===== src/rtl/ssmo_pkg.sv =====
// Package with the shared types, codes and defaults of the sorted set merge block.
`timescale 1ns / 1ps
`default_nettype none

package ssmo_pkg;

   localparam int DEF_SET_CAPACITY = 32;

   localparam logic [2:0] FUNC_ADD     = 3'd0;
   localparam logic [2:0] FUNC_REMOVE  = 3'd1;
   localparam logic [2:0] FUNC_UNION   = 3'd2;
   localparam logic [2:0] FUNC_INTER   = 3'd3;
   localparam logic [2:0] FUNC_DIFF    = 3'd4;
   localparam logic [2:0] FUNC_SYMDIFF = 3'd5;
   localparam logic [2:0] FUNC_CLEAR   = 3'd6;

   localparam logic [1:0] STATUS_DONE   = 2'd0;
   localparam logic [1:0] STATUS_NOCHG  = 2'd1;
   localparam logic [1:0] STATUS_FULL   = 2'd2;

   typedef enum logic [3:0] {
      ST_IDLE,
      ST_LOC_RD,
      ST_LOC_CMP,
      ST_DECIDE,
      ST_SHU_RD,
      ST_SHU_WR,
      ST_SHD_RD,
      ST_SHD_WR,
      ST_CLR,
      ST_RESP,
      ST_MRG_RD,
      ST_MRG_CMP,
      ST_MRG_END
   } state_type;

   typedef enum logic [1:0] {
      OUT_STATUS,
      OUT_PEND,
      OUT_EMPTY
   } out_kind_type;

   typedef struct packed {
      logic         latch_req;
      logic         clr_i;
      logic         inc_i;
      logic         clr_j;
      logic         set_j_cnt;
      logic         set_j_pos;
      logic         inc_j;
      logic         dec_j;
      logic         rd_loc;
      logic         rd_up;
      logic         rd_dn;
      logic         rd_mrg;
      logic         wr_key;
      logic         wr_shift;
      logic         cnt_inc;
      logic         cnt_dec;
      logic         cnt_clr;
      logic         found_ld;
      logic         found_clr;
      logic         mrg_adv;
      logic         pend_ld;
      logic         pend_clr;
      logic         out_ld;
      out_kind_type out_kind;
      logic         out_last;
      logic [1:0]   out_status;
   } cmd_type;

   typedef struct packed {
      logic [2:0] req_func;
      logic [2:0] func;
      logic       i_lt_cnt;
      logic       rd_lt_key;
      logic       found;
      logic       cnt_full;
      logic       j_gt_pos;
      logic       j1_lt_cnt;
      logic       mrg_done;
      logic       mrg_take;
      logic       pend_valid;
      logic       out_free;
   } stat_type;

endpackage

`default_nettype wire


===== src/rtl/ssmo_if.sv =====
// Channel interfaces for the request and response items of the sorted set merge block.
`timescale 1ns / 1ps
`default_nettype none

interface ssmo_req_if;
   logic        valid;
   logic        ready;
   logic [2:0]  func;
   logic        target_set;
   logic signed [31:0] value;

   modport source (output valid, func, target_set, value, input ready);
   modport sink (input valid, func, target_set, value, output ready);
endinterface

interface ssmo_rsp_if;
   logic        valid;
   logic        ready;
   logic signed [31:0] element;
   logic [1:0]  status;
   logic        is_empty;
   logic        last;

   modport source (output valid, element, status, is_empty, last, input ready);
   modport sink (input valid, element, status, is_empty, last, output ready);
endinterface

`default_nettype wire


===== src/rtl/ssmo_datapath.sv =====
// Datapath with the two set memories, counters, merge compare and response register.
`timescale 1ns / 1ps
`default_nettype none

module ssmo_datapath
   import ssmo_pkg::*;
#(
   parameter int SET_CAPACITY = DEF_SET_CAPACITY
) (
   input  wire logic               clock,
   input  wire logic               reset,
   input  wire logic [2:0]         req_func,
   input  wire logic               req_target_set,
   input  wire logic signed [31:0] req_value,
   output logic                    rsp_valid,
   input  wire logic               rsp_ready,
   output logic signed [31:0]      rsp_element,
   output logic [1:0]              rsp_status,
   output logic                    rsp_is_empty,
   output logic                    rsp_last,
   input  wire cmd_type            cmd,
   output stat_type                stat
);

   localparam int AW = (SET_CAPACITY > 1) ? $clog2(SET_CAPACITY) : 1;
   localparam int CW = $clog2(SET_CAPACITY + 1);

   logic [31:0] mem_a [SET_CAPACITY];
   logic [31:0] mem_b [SET_CAPACITY];
   logic [31:0] rd_a_ff, rd_b_ff;

   logic [2:0]         func_ff, func_in;
   logic               target_ff, target_in;
   logic signed [31:0] value_ff, value_in;
   logic [CW-1:0]      i_ff, i_in, j_ff, j_in;
   logic [CW-1:0]      cnt_a_ff, cnt_a_in, cnt_b_ff, cnt_b_in;
   logic               found_ff, found_in;
   logic [31:0]        pend_ff, pend_in;
   logic               pend_valid_ff, pend_valid_in;
   logic               rsp_valid_ff, rsp_valid_in;
   logic signed [31:0] element_ff, element_in;
   logic [1:0]         status_ff, status_in;
   logic               is_empty_ff, is_empty_in;
   logic               last_ff, last_in;

   logic [CW-1:0] tcnt, tcnt_new, taddr;
   logic [31:0]   rd_t, wr_data;
   logic [AW-1:0] addr_a, addr_b, wr_addr;
   logic          rd_t_en, en_a, en_b, wr_en;
   logic          a_ok, b_ok, sel_a, sel_b, keep_a, keep_b, keep_both, take;
   logic [31:0]   mrg_val;
   logic          out_free;

   assign tcnt  = target_ff ? cnt_b_ff : cnt_a_ff;
   assign rd_t  = target_ff ? rd_b_ff : rd_a_ff;
   assign a_ok  = i_ff < cnt_a_ff;
   assign b_ok  = j_ff < cnt_b_ff;
   assign out_free = !rsp_valid_ff || rsp_ready;

   always_comb begin
      if (cmd.rd_loc) begin
         taddr = i_ff;
      end else if (cmd.rd_up) begin
         taddr = j_ff - CW'(1);
      end else begin
         taddr = j_ff + CW'(1);
      end
   end

   assign rd_t_en = cmd.rd_loc || cmd.rd_up || cmd.rd_dn;
   assign en_a    = (rd_t_en && !target_ff) || (cmd.rd_mrg && a_ok);
   assign en_b    = (rd_t_en && target_ff) || (cmd.rd_mrg && b_ok);
   assign addr_a  = cmd.rd_mrg ? i_ff[AW-1:0] : taddr[AW-1:0];
   assign addr_b  = cmd.rd_mrg ? j_ff[AW-1:0] : taddr[AW-1:0];
   assign wr_en   = cmd.wr_key || cmd.wr_shift;
   assign wr_addr = cmd.wr_key ? i_ff[AW-1:0] : j_ff[AW-1:0];
   assign wr_data = cmd.wr_key ? 32'(value_ff) : rd_t;

   always_ff @(posedge clock) begin
      if (en_a) begin
         rd_a_ff <= mem_a[addr_a];
      end
      if (en_b) begin
         rd_b_ff <= mem_b[addr_b];
      end
      if (wr_en && !target_ff) begin
         mem_a[wr_addr] <= wr_data;
      end
      if (wr_en && target_ff) begin
         mem_b[wr_addr] <= wr_data;
      end
   end

   always_comb begin
      keep_a    = 1'b0;
      keep_b    = 1'b0;
      keep_both = 1'b0;
      unique case (func_ff)
         FUNC_UNION: begin
            keep_a    = 1'b1;
            keep_b    = 1'b1;
            keep_both = 1'b1;
         end
         FUNC_INTER: begin
            keep_both = 1'b1;
         end
         FUNC_DIFF: begin
            keep_a = 1'b1;
         end
         FUNC_SYMDIFF: begin
            keep_a = 1'b1;
            keep_b = 1'b1;
         end
         default: begin
            keep_a = 1'b0;
         end
      endcase
   end

   assign sel_a   = !b_ok || (a_ok && ($signed(rd_a_ff) < $signed(rd_b_ff)));
   assign sel_b   = !sel_a && (!a_ok || ($signed(rd_b_ff) < $signed(rd_a_ff)));
   assign take    = sel_a ? keep_a : (sel_b ? keep_b : keep_both);
   assign mrg_val = sel_b ? rd_b_ff : rd_a_ff;

   always_comb begin
      func_in   = cmd.latch_req ? req_func : func_ff;
      target_in = cmd.latch_req ? req_target_set : target_ff;
      value_in  = cmd.latch_req ? req_value : value_ff;

      i_in = i_ff;
      if (cmd.clr_i) begin
         i_in = '0;
      end else if (cmd.inc_i || (cmd.mrg_adv && !sel_b)) begin
         i_in = i_ff + CW'(1);
      end

      j_in = j_ff;
      if (cmd.clr_j) begin
         j_in = '0;
      end else if (cmd.set_j_cnt) begin
         j_in = tcnt;
      end else if (cmd.set_j_pos) begin
         j_in = i_ff;
      end else if (cmd.dec_j) begin
         j_in = j_ff - CW'(1);
      end else if (cmd.inc_j || (cmd.mrg_adv && !sel_a)) begin
         j_in = j_ff + CW'(1);
      end

      tcnt_new = tcnt;
      if (cmd.cnt_clr) begin
         tcnt_new = '0;
      end else if (cmd.cnt_inc) begin
         tcnt_new = tcnt + CW'(1);
      end else if (cmd.cnt_dec) begin
         tcnt_new = tcnt - CW'(1);
      end
      cnt_a_in = target_ff ? cnt_a_ff : tcnt_new;
      cnt_b_in = target_ff ? tcnt_new : cnt_b_ff;

      found_in = found_ff;
      if (cmd.found_clr) begin
         found_in = 1'b0;
      end else if (cmd.found_ld) begin
         found_in = ($signed(rd_t) == value_ff);
      end

      pend_in       = cmd.pend_ld ? mrg_val : pend_ff;
      pend_valid_in = pend_valid_ff;
      if (cmd.pend_clr) begin
         pend_valid_in = 1'b0;
      end else if (cmd.pend_ld) begin
         pend_valid_in = 1'b1;
      end

      rsp_valid_in = rsp_valid_ff && !rsp_ready;
      element_in   = element_ff;
      status_in    = status_ff;
      is_empty_in  = is_empty_ff;
      last_in      = last_ff;
      if (cmd.out_ld) begin
         rsp_valid_in = 1'b1;
         element_in   = (cmd.out_kind == OUT_PEND) ? $signed(pend_ff) : 32'sd0;
         status_in    = (cmd.out_kind == OUT_STATUS) ? cmd.out_status : STATUS_DONE;
         is_empty_in  = (cmd.out_kind == OUT_EMPTY);
         last_in      = cmd.out_last;
      end
   end

   always_ff @(posedge clock) begin
      if (reset) begin
         cnt_a_ff      <= '0;
         cnt_b_ff      <= '0;
         pend_valid_ff <= 1'b0;
         rsp_valid_ff  <= 1'b0;
      end else begin
         cnt_a_ff      <= cnt_a_in;
         cnt_b_ff      <= cnt_b_in;
         pend_valid_ff <= pend_valid_in;
         rsp_valid_ff  <= rsp_valid_in;
      end
      func_ff     <= func_in;
      target_ff   <= target_in;
      value_ff    <= value_in;
      i_ff        <= i_in;
      j_ff        <= j_in;
      found_ff    <= found_in;
      pend_ff     <= pend_in;
      element_ff  <= element_in;
      status_ff   <= status_in;
      is_empty_ff <= is_empty_in;
      last_ff     <= last_in;
   end

   assign rsp_valid    = rsp_valid_ff;
   assign rsp_element  = element_ff;
   assign rsp_status   = status_ff;
   assign rsp_is_empty = is_empty_ff;
   assign rsp_last     = last_ff;

   always_comb begin
      stat.req_func   = req_func;
      stat.func       = func_ff;
      stat.i_lt_cnt   = i_ff < tcnt;
      stat.rd_lt_key  = $signed(rd_t) < value_ff;
      stat.found      = found_ff;
      stat.cnt_full   = tcnt >= CW'(SET_CAPACITY);
      stat.j_gt_pos   = j_ff > i_ff;
      stat.j1_lt_cnt  = ({1'b0, j_ff} + (CW + 1)'(1)) < {1'b0, tcnt};
      stat.mrg_done   = !a_ok && !b_ok;
      stat.mrg_take   = take;
      stat.pend_valid = pend_valid_ff;
      stat.out_free   = out_free;
   end

   a_out_slot: assert property (@(posedge clock) disable iff (reset)
      cmd.out_ld |-> out_free)
      else $error("Response register loaded while an item is still held.");

   a_no_overfill: assert property (@(posedge clock) disable iff (reset)
      cmd.cnt_inc |-> (tcnt < CW'(SET_CAPACITY)))
      else $error("Insert into a full set.");

   a_clear: assert property (@(posedge clock) disable iff (reset)
      cmd.cnt_clr |=> (tcnt == '0))
      else $error("Set count not zero after clear.");

endmodule

`default_nettype wire


===== src/rtl/ssmo_ctrl.sv =====
// Controller state machine that sequences search, shift, clear and merge steps.
`timescale 1ns / 1ps
`default_nettype none

module ssmo_ctrl
   import ssmo_pkg::*;
(
   input  wire logic     clock,
   input  wire logic     reset,
   input  wire logic     req_valid,
   output logic          req_ready,
   input  wire stat_type stat,
   output cmd_type       cmd
);

   state_type  state_ff, state_in;
   logic [1:0] status_ff, status_in;

   always_ff @(posedge clock) begin
      if (reset) begin
         state_ff <= ST_IDLE;
      end else begin
         state_ff <= state_in;
      end
      status_ff <= status_in;
   end

   always_comb begin
      state_in       = state_ff;
      status_in      = status_ff;
      cmd            = '0;
      cmd.out_kind   = OUT_STATUS;
      cmd.out_status = status_ff;
      req_ready      = 1'b0;
      unique case (state_ff)
         ST_IDLE: begin
            req_ready = 1'b1;
            if (req_valid) begin
               cmd.latch_req = 1'b1;
               unique case (stat.req_func) inside
                  FUNC_ADD, FUNC_REMOVE: begin
                     cmd.clr_i = 1'b1;
                     state_in  = ST_LOC_RD;
                  end
                  FUNC_UNION, FUNC_INTER, FUNC_DIFF, FUNC_SYMDIFF: begin
                     cmd.clr_i    = 1'b1;
                     cmd.clr_j    = 1'b1;
                     cmd.pend_clr = 1'b1;
                     state_in     = ST_MRG_RD;
                  end
                  FUNC_CLEAR: begin
                     state_in = ST_CLR;
                  end
                  default: begin
                     state_in = ST_IDLE;
                  end
               endcase
            end
         end
         ST_LOC_RD: begin
            if (stat.i_lt_cnt) begin
               cmd.rd_loc = 1'b1;
               state_in   = ST_LOC_CMP;
            end else begin
               cmd.found_clr = 1'b1;
               state_in      = ST_DECIDE;
            end
         end
         ST_LOC_CMP: begin
            if (stat.rd_lt_key) begin
               cmd.inc_i = 1'b1;
               state_in  = ST_LOC_RD;
            end else begin
               cmd.found_ld = 1'b1;
               state_in     = ST_DECIDE;
            end
         end
         ST_DECIDE: begin
            if (stat.func == FUNC_ADD) begin
               if (stat.found) begin
                  status_in = STATUS_NOCHG;
                  state_in  = ST_RESP;
               end else if (stat.cnt_full) begin
                  status_in = STATUS_FULL;
                  state_in  = ST_RESP;
               end else begin
                  cmd.set_j_cnt = 1'b1;
                  state_in      = ST_SHU_RD;
               end
            end else begin
               if (!stat.found) begin
                  status_in = STATUS_NOCHG;
                  state_in  = ST_RESP;
               end else begin
                  cmd.set_j_pos = 1'b1;
                  state_in      = ST_SHD_RD;
               end
            end
         end
         ST_SHU_RD: begin
            if (stat.j_gt_pos) begin
               cmd.rd_up = 1'b1;
               state_in  = ST_SHU_WR;
            end else begin
               cmd.wr_key  = 1'b1;
               cmd.cnt_inc = 1'b1;
               status_in   = STATUS_DONE;
               state_in    = ST_RESP;
            end
         end
         ST_SHU_WR: begin
            cmd.wr_shift = 1'b1;
            cmd.dec_j    = 1'b1;
            state_in     = ST_SHU_RD;
         end
         ST_SHD_RD: begin
            if (stat.j1_lt_cnt) begin
               cmd.rd_dn = 1'b1;
               state_in  = ST_SHD_WR;
            end else begin
               cmd.cnt_dec = 1'b1;
               status_in   = STATUS_DONE;
               state_in    = ST_RESP;
            end
         end
         ST_SHD_WR: begin
            cmd.wr_shift = 1'b1;
            cmd.inc_j    = 1'b1;
            state_in     = ST_SHD_RD;
         end
         ST_CLR: begin
            cmd.cnt_clr = 1'b1;
            status_in   = STATUS_DONE;
            state_in    = ST_RESP;
         end
         ST_RESP: begin
            if (stat.out_free) begin
               cmd.out_ld   = 1'b1;
               cmd.out_kind = OUT_STATUS;
               cmd.out_last = 1'b1;
               state_in     = ST_IDLE;
            end
         end
         ST_MRG_RD: begin
            if (stat.mrg_done) begin
               state_in = ST_MRG_END;
            end else begin
               cmd.rd_mrg = 1'b1;
               state_in   = ST_MRG_CMP;
            end
         end
         ST_MRG_CMP: begin
            if (!(stat.mrg_take && stat.pend_valid && !stat.out_free)) begin
               cmd.mrg_adv = 1'b1;
               state_in    = ST_MRG_RD;
               if (stat.mrg_take) begin
                  cmd.pend_ld = 1'b1;
                  if (stat.pend_valid) begin
                     cmd.out_ld   = 1'b1;
                     cmd.out_kind = OUT_PEND;
                  end
               end
            end
         end
         ST_MRG_END: begin
            if (stat.out_free) begin
               cmd.out_ld   = 1'b1;
               cmd.out_kind = stat.pend_valid ? OUT_PEND : OUT_EMPTY;
               cmd.out_last = 1'b1;
               state_in     = ST_IDLE;
            end
         end
         default: begin
            state_in = ST_IDLE;
         end
      endcase
   end

endmodule

`default_nettype wire


===== src/rtl/sorted_set_merge_ops.sv =====
// Top level of the sorted set merge block: two sorted integer sets with add, remove and merges.
// The req channel takes one item per command: func selects add, remove, clear or one of
// four merges, target_set picks set A or B and value is the integer to add or remove.
// The rsp channel returns items with element, status, is_empty and last.
// Add, remove and clear return one item with last set. A merge returns its elements in
// ascending order, the final one with last set, or one item with is_empty set.
// Add and remove walk the target set from the start, a read and a compare per entry visited,
// then shift the entries above the position, a read and a write per entry moved. A merge
// does one memory read and one compare for each step of the walk over both sets; clear
// zeroes the set count and then returns its response.
// A new item is accepted once the previous one has finished its work, even while the
// last response still waits in the output register.
// When the receiver stalls, the response register holds and a merge waits at its next
// element. Reset empties both sets and clears any pending response; the set memories
// need no clearing pass.
`timescale 1ns / 1ps
`default_nettype none

module sorted_set_merge_ops
   import ssmo_pkg::*;
#(
   parameter int SET_CAPACITY = DEF_SET_CAPACITY
) (
   input  wire logic clock,
   input  wire logic reset,
   ssmo_req_if.sink   req_chan,
   ssmo_rsp_if.source rsp_chan
);

   cmd_type  cmd;
   stat_type stat;
   logic     req_ready;

   assign req_chan.ready = req_ready;

   ssmo_ctrl u_ctrl (
      .clock     (clock),
      .reset     (reset),
      .req_valid (req_chan.valid),
      .req_ready (req_ready),
      .stat      (stat),
      .cmd       (cmd)
   );

   ssmo_datapath #(
      .SET_CAPACITY (SET_CAPACITY)
   ) u_datapath (
      .clock          (clock),
      .reset          (reset),
      .req_func       (req_chan.func),
      .req_target_set (req_chan.target_set),
      .req_value      (req_chan.value),
      .rsp_valid      (rsp_chan.valid),
      .rsp_ready      (rsp_chan.ready),
      .rsp_element    (rsp_chan.element),
      .rsp_status     (rsp_chan.status),
      .rsp_is_empty   (rsp_chan.is_empty),
      .rsp_last       (rsp_chan.last),
      .cmd            (cmd),
      .stat           (stat)
   );

endmodule

`default_nettype wire

===== src/flat_wrapper.sv =====
// flat-port wrapper written by rule: the top's interface ports become plain ports
module sorted_set_merge_ops_flat import ssmo_pkg::*;
#(
   parameter int SET_CAPACITY = DEF_SET_CAPACITY
)
  (clock, reset, req_chan_valid, req_chan_func, req_chan_target_set, req_chan_value, req_chan_ready, rsp_chan_valid, rsp_chan_element, rsp_chan_status, rsp_chan_is_empty, rsp_chan_last, rsp_chan_ready);
  ssmo_req_if req_chan_i ();
  ssmo_rsp_if rsp_chan_i ();
  input  wire logic clock;
  input  wire logic reset;
  input wire logic [$bits(req_chan_i.valid)-1:0] req_chan_valid;
  input wire logic [$bits(req_chan_i.func)-1:0] req_chan_func;
  input wire logic [$bits(req_chan_i.target_set)-1:0] req_chan_target_set;
  input wire logic [$bits(req_chan_i.value)-1:0] req_chan_value;
  output wire logic [$bits(req_chan_i.ready)-1:0] req_chan_ready;
  output wire logic [$bits(rsp_chan_i.valid)-1:0] rsp_chan_valid;
  output wire logic [$bits(rsp_chan_i.element)-1:0] rsp_chan_element;
  output wire logic [$bits(rsp_chan_i.status)-1:0] rsp_chan_status;
  output wire logic [$bits(rsp_chan_i.is_empty)-1:0] rsp_chan_is_empty;
  output wire logic [$bits(rsp_chan_i.last)-1:0] rsp_chan_last;
  input wire logic [$bits(rsp_chan_i.ready)-1:0] rsp_chan_ready;
  assign req_chan_i.valid = req_chan_valid;
  assign req_chan_i.func = req_chan_func;
  assign req_chan_i.target_set = req_chan_target_set;
  assign req_chan_i.value = req_chan_value;
  assign req_chan_ready = req_chan_i.ready;
  assign rsp_chan_valid = rsp_chan_i.valid;
  assign rsp_chan_element = rsp_chan_i.element;
  assign rsp_chan_status = rsp_chan_i.status;
  assign rsp_chan_is_empty = rsp_chan_i.is_empty;
  assign rsp_chan_last = rsp_chan_i.last;
  assign rsp_chan_i.ready = rsp_chan_ready;
  sorted_set_merge_ops #(.SET_CAPACITY(SET_CAPACITY)) u_core (.clock(clock), .reset(reset), .req_chan(req_chan_i), .rsp_chan(rsp_chan_i));
endmodule

===== config.mk =====
export PLATFORM = sky130hd
export DESIGN_NAME = sorted_set_merge_ops_flat
export DESIGN_NICKNAME = d
export VERILOG_FILES = /design/src/rtl/ssmo_pkg.sv /design/src/rtl/ssmo_if.sv /design/src/rtl/ssmo_datapath.sv /design/src/rtl/ssmo_ctrl.sv /design/src/rtl/sorted_set_merge_ops.sv /design/src/flat_wrapper.sv
export SDC_FILE = /design/constraint.sdc
export NUM_CORES = 2
export LEC_CHECK = 0
export ABC_AREA = 1
export BUFFER_PORTS_ARGS = -buffer_cell sky130_fd_sc_hd__buf_4
export CORE_ASPECT_RATIO = 0.6
export CORE_MARGIN = 1
export CORE_UTILIZATION = 47
export CTS_CLUSTER_SIZE = 8
export DETAILED_ROUTE_END_ITERATION = 6
export PLACE_DENSITY = 0.66
export SLEW_MARGIN = 40
export SYNTH_ARGS = -nofsm -noshare
export SYNTH_HDL_FRONTEND = slang
export SYNTH_SLANG_ARGS = --single-unit
export TNS_END_PERCENT = 100

===== constraint.sdc =====
create_clock -name clock -period 8.4 [get_ports clock]
set_input_delay 0 -clock clock [delete_from_list [all_inputs] [get_ports clock]]
set_output_delay 0 -clock clock [all_outputs]
set_load 0.005 [all_outputs]

==> flow_summary_export.csv <==
group,metric,value,unit
finish,final_cell_count_no_fill,12400,
placed_design,dpl.cell_count,11900,
pwr,power_density,446,nW/µm²
sta,unrepaired_setup_endpoints_after_global_routing,"no",
routing,viasPerCell,5.71,
routing,number_of_search_and_repair_iterations_in_the_first_detailed_routing_pass,6,
global_route,grt_use_total,0.284,
hold_path,min_path_type,"input port to flop",
sta,tns,0,ns
worst_setup_path,timing_worst_setup_path_type,"flop to flop",
sta,post-route-min-period,5.88,ns
placed_design,io_buffer_count,77,
floorplan,initial_core_util,0.476,
clocking,worst_skew_pair.late_latency,0.87,ns
placed_design,dpl.hpwl,173000,µm
global_route,grt.met3_usage,0.0753,
routing,remaining_antenna_violation_count,0,
finish,synthToLayoutAreaGrowth,13.7,%
finish,nets,9654,
pwr,power.ir.vdd_worst,0.605,mV
clocking,tritoncts.num_buffers,323,
routing,wirelength,311000,µm
hold_path,min_path_cells,4,
floorplan,core_area,211000,µm²
sta,achievable-frequency,0.170,GHz
sta,worstMarginPinSlew,1.04,ns
global_route,grt_first_pass_wirelength,449000,µm
clocking,cts_setup_buffers,0,
yosys,syn_nets,9517,
global_route,use_met2,0.393,
global_route,grt.busiest_layer,"met1",
global_route,use_met1,0.432,
clocking,root_buffer,"clkbuf_16",
floorplan,top_level_ports,78,
clocking,tritoncts,"yes",
sta,maxSlewHeadroom,0.296,
global_route,grt_antenna_before_repair,14,
sta,finalSetupViolCount,0,
floorplan,fp.dieArea,215000,µm²
yosys,yosysSeqAreaShare,0.671,
sta,hold_violations,0,
yosys,ys_types,47,
status,run_status,"finished, final reports clean",
worst_setup_path,crit_end_element,"flop",
yosys,ys.warnings.count,0,
global_route,total_overflow_reported_by_the_global_router,0,
floorplan,placement_rows,130,
clocking,h-tree-depth,5,
sta,finClkSkew,0.0756,ns
routing,drc_errors,0,
global_route,grt_pass1_vias,65700,
global_route,pin_count_of_the_biggest_net_entering_global_routing,184,
worst_setup_path,reg2reg_depth,18,
placed_design,gp_congestion,0.904,
routing,post_drt_wl_per_cell,25.1,µm
pwr,power.leakage,44.0,nW
routing,total_number_of_vias,70700,
finish,drive_gt1_frac,0.0787,
clocking,cts.clk_slew.worst_paths,0.05,ns
worst_setup_path,cp.required,8.94,ns
sta,final_max_slew_viol_count,0,
flow_run,maxCapViolCount,0,
clocking,clockBufferDepth,4,
yosys,syn_area_per_cell,10.7,µm²
floorplan,fp.dieH,360,µm
sta,timing.final.crit_share,0.700,
worst_setup_path,critical_path_peak_fanout,141,
clocking,cts_num_sinks,2249,
yosys,postSynthCellCount,9382,
worst_setup_path,arrival,6.42,ns
yosys,mappedNetlistArea,100000,µm²
finish,filler_cell_count,17600,
yosys,ys_seq_elements,2249,
routing,dr.first_iter.drc_count,11000,
floorplan,die_w,598,µm
worst_setup_path,start_kind,"flop",
cells in the mapped netlist, drive strengths merged:
cell	instances	share of area
edfxtp	2218	0.66
nand2	1976	0.074
nand3	1400	0.070
inv	1218	0.046
nor2	896	0.034
nand3b	574	0.043
buf	400	0.021
clkbuf	139	0.0052
o21ai	129	0.0066
a21oi	97	0.0048
ha	95	0.012
o211ai	75	0.0056
nor3	74	0.0037
dfxtp	31	0.0062
xor2	13	0.0011
nand4	10	0.00062
nor4	7	0.00044
o21a	6	0.00045
a211oi	4	0.00030
a21boi	2	0.00015
a21o	2	0.00015
and2	2	0.00012
o22ai	2	0.00012
a2111oi	1	0.000087
a211o	1	0.000087
a311oi	1	0.000087
a31o	1	0.000087
a31oi	1	0.000062
a41oi	1	0.000087
clkinv	1	0.000037
nand2b	1	0.000062
o2111ai	1	0.000087
o221ai	1	0.000087
o31ai	1	0.000075
xnor2	1	0.000087
per-stage QoR:
step	setup slack, ns	hold WS (ns)	cell area (µm²)	util	total power, mW
final	2.52	0.0600	114000	0.541	50.8
after CTS	2.62	0.0193	114000	0.539	50.1
after detailed placement	2.59	0.179	104000	0.495	38.6
after floorplan	3.08	0.0691	100000	-	30.2
after global routing	2.31	0.0637	114000	0.541	53.1
after global placement	2.33	0.180	104000	0.495	38.1
routing by layer:
metal | part of all wire | up-vias | wire length (µm)
met5 | 0.00024 | - | 75
met4 | 0.031 | 12 | 9510
met3 | 0.14 | 545 | 43600
met2 | 0.41 | 4390 | 127000
met1 | 0.42 | 34100 | 131000
li1 | - | 31700 | -
path summary, 6_finish.rpt:
| check | to | slack (ns) | from |
|---|---|---|---|
| setup / recovery | u_core.u_datapath.rd_a_ff[25] | 2.52 | u_core.u_datapath.j_ff[2] |
| hold / removal | u_core.u_ctrl.state_ff[3] | 0.06 | req_chan_valid |
| setup reg to reg | u_core.u_datapath.rd_a_ff[25] | 2.52 | u_core.u_datapath.j_ff[2] |
| hold reg to reg | u_core.u_ctrl.state_ff[2] | 0.52 | u_core.u_ctrl.state_ff[2] |
registers in the layout, summed over array words and instances (netlist names), 3 cells and up:
| signal | flops |
|---|---|
| u_core.u_ctrl.state_ff | 4 |
| u_core.u_datapath.rd_a_ff | 32 |
| u_core.u_datapath.value_ff | 32 |
| u_core.u_datapath.i_ff | 6 |
| u_core.u_datapath.j_ff | 6 |
| u_core.u_datapath.func_ff | 3 |
| u_core.u_datapath.cnt_b_ff | 6 |
| u_core.u_datapath.mem_a | 1024 |
| u_core.u_datapath.mem_b | 1024 |
| u_core.u_datapath.cnt_a_ff | 6 |
| u_core.u_datapath.rd_b_ff | 32 |
| u_core.u_datapath.pend_ff | 32 |
| u_core.u_datapath.rsp_element | 32 |
kinds of logic (layout without fill, tap and decap cells):
kind of cell	Yosys count	after routing	share of synthesized area
xor gates and xnor gates	14	14	0.00122
other	0	3	0
adders and majority gates	95	95	0.0119
AOI/OAI and AO/OA	326	326	0.0190
and+or+nand+nor	4940	4940	0.226
buffers and inverters	1758	1931	0.0716
DFF	2249	2249	0.671
where the power goes:
| group | total, mW | switching (mW) | internal [mW] |
|---|---|---|---|
| logic | 24.4 | 18.2 | 6.14 |
| clock network | 11.5 | 4.56 | 6.90 |
| registers | 15.0 | 0.466 | 14.5 |
| total | 50.8 | 23.3 | 27.6 |
critical path, cell delays in order (launching register included):
cell	delay [ns]
dfxtp_1	0.65
ha_1	0.23
a21oi_1	0.07
o21a_1	0.16
and2_1	0.22
inv_2	0.09
nand2_1	0.06
nand2_2	0.45
inv_1	0.35
nand2_8	0.58
buf_12	0.53
buf_4	0.76
nand3b_1	0.14
nand3_1	0.14
nand3_1	0.10
nand3_1	0.09
nand2_1	0.15
nand2_1	0.40
nand2_1	0.09
cell usage in the layout, fill, tap and decap left out, drive strengths merged:
cell and instances:
edfxtp 2218, nand2 1976, nand3 1400, inv 1227
nor2 896, nand3b 574, clkbuf 345, buf 272
o21ai 129, a21oi 97, ha 95, dlygate4sd3 79
o211ai 75, nor3 74, dfxtp 31, xor2 13
nand4 10, clkinv 8, nor4 7, o21a 6
a211oi 4, diode 3, a21o 2, and2 2
o22ai 2, a21boi 2, o2111ai 1, o31ai 1
a2111oi 1, a311oi 1, o221ai 1, xnor2 1
a211o 1, nand2b 1, a31oi 1, a31o 1
a41oi 1
final cells by class:
cell class	count	area, µm²	share of cell area
Timing Repair Buffer	351	3330	0.0292
Tap cell	2838	3550	0.0312
Sequential cell	2249	67200	0.590
Clock buffer	345	8310	0.0730
Clock inverter	16	181	0.00159
Multi-Input combinational cell	5375	26700	0.235
Antenna cell	3	7.51	0.0000659
Inverter	1219	4590	0.0403
repair_timing:
action | CTS | global route
endpoints found under the setup margin | 0 | 0
hold buffers | 79 | 0
endpoints found under the hold margin | 83 | 0
resized for setup | 0 | 0
Note: power is estimated with default switching activity, not from simulation.
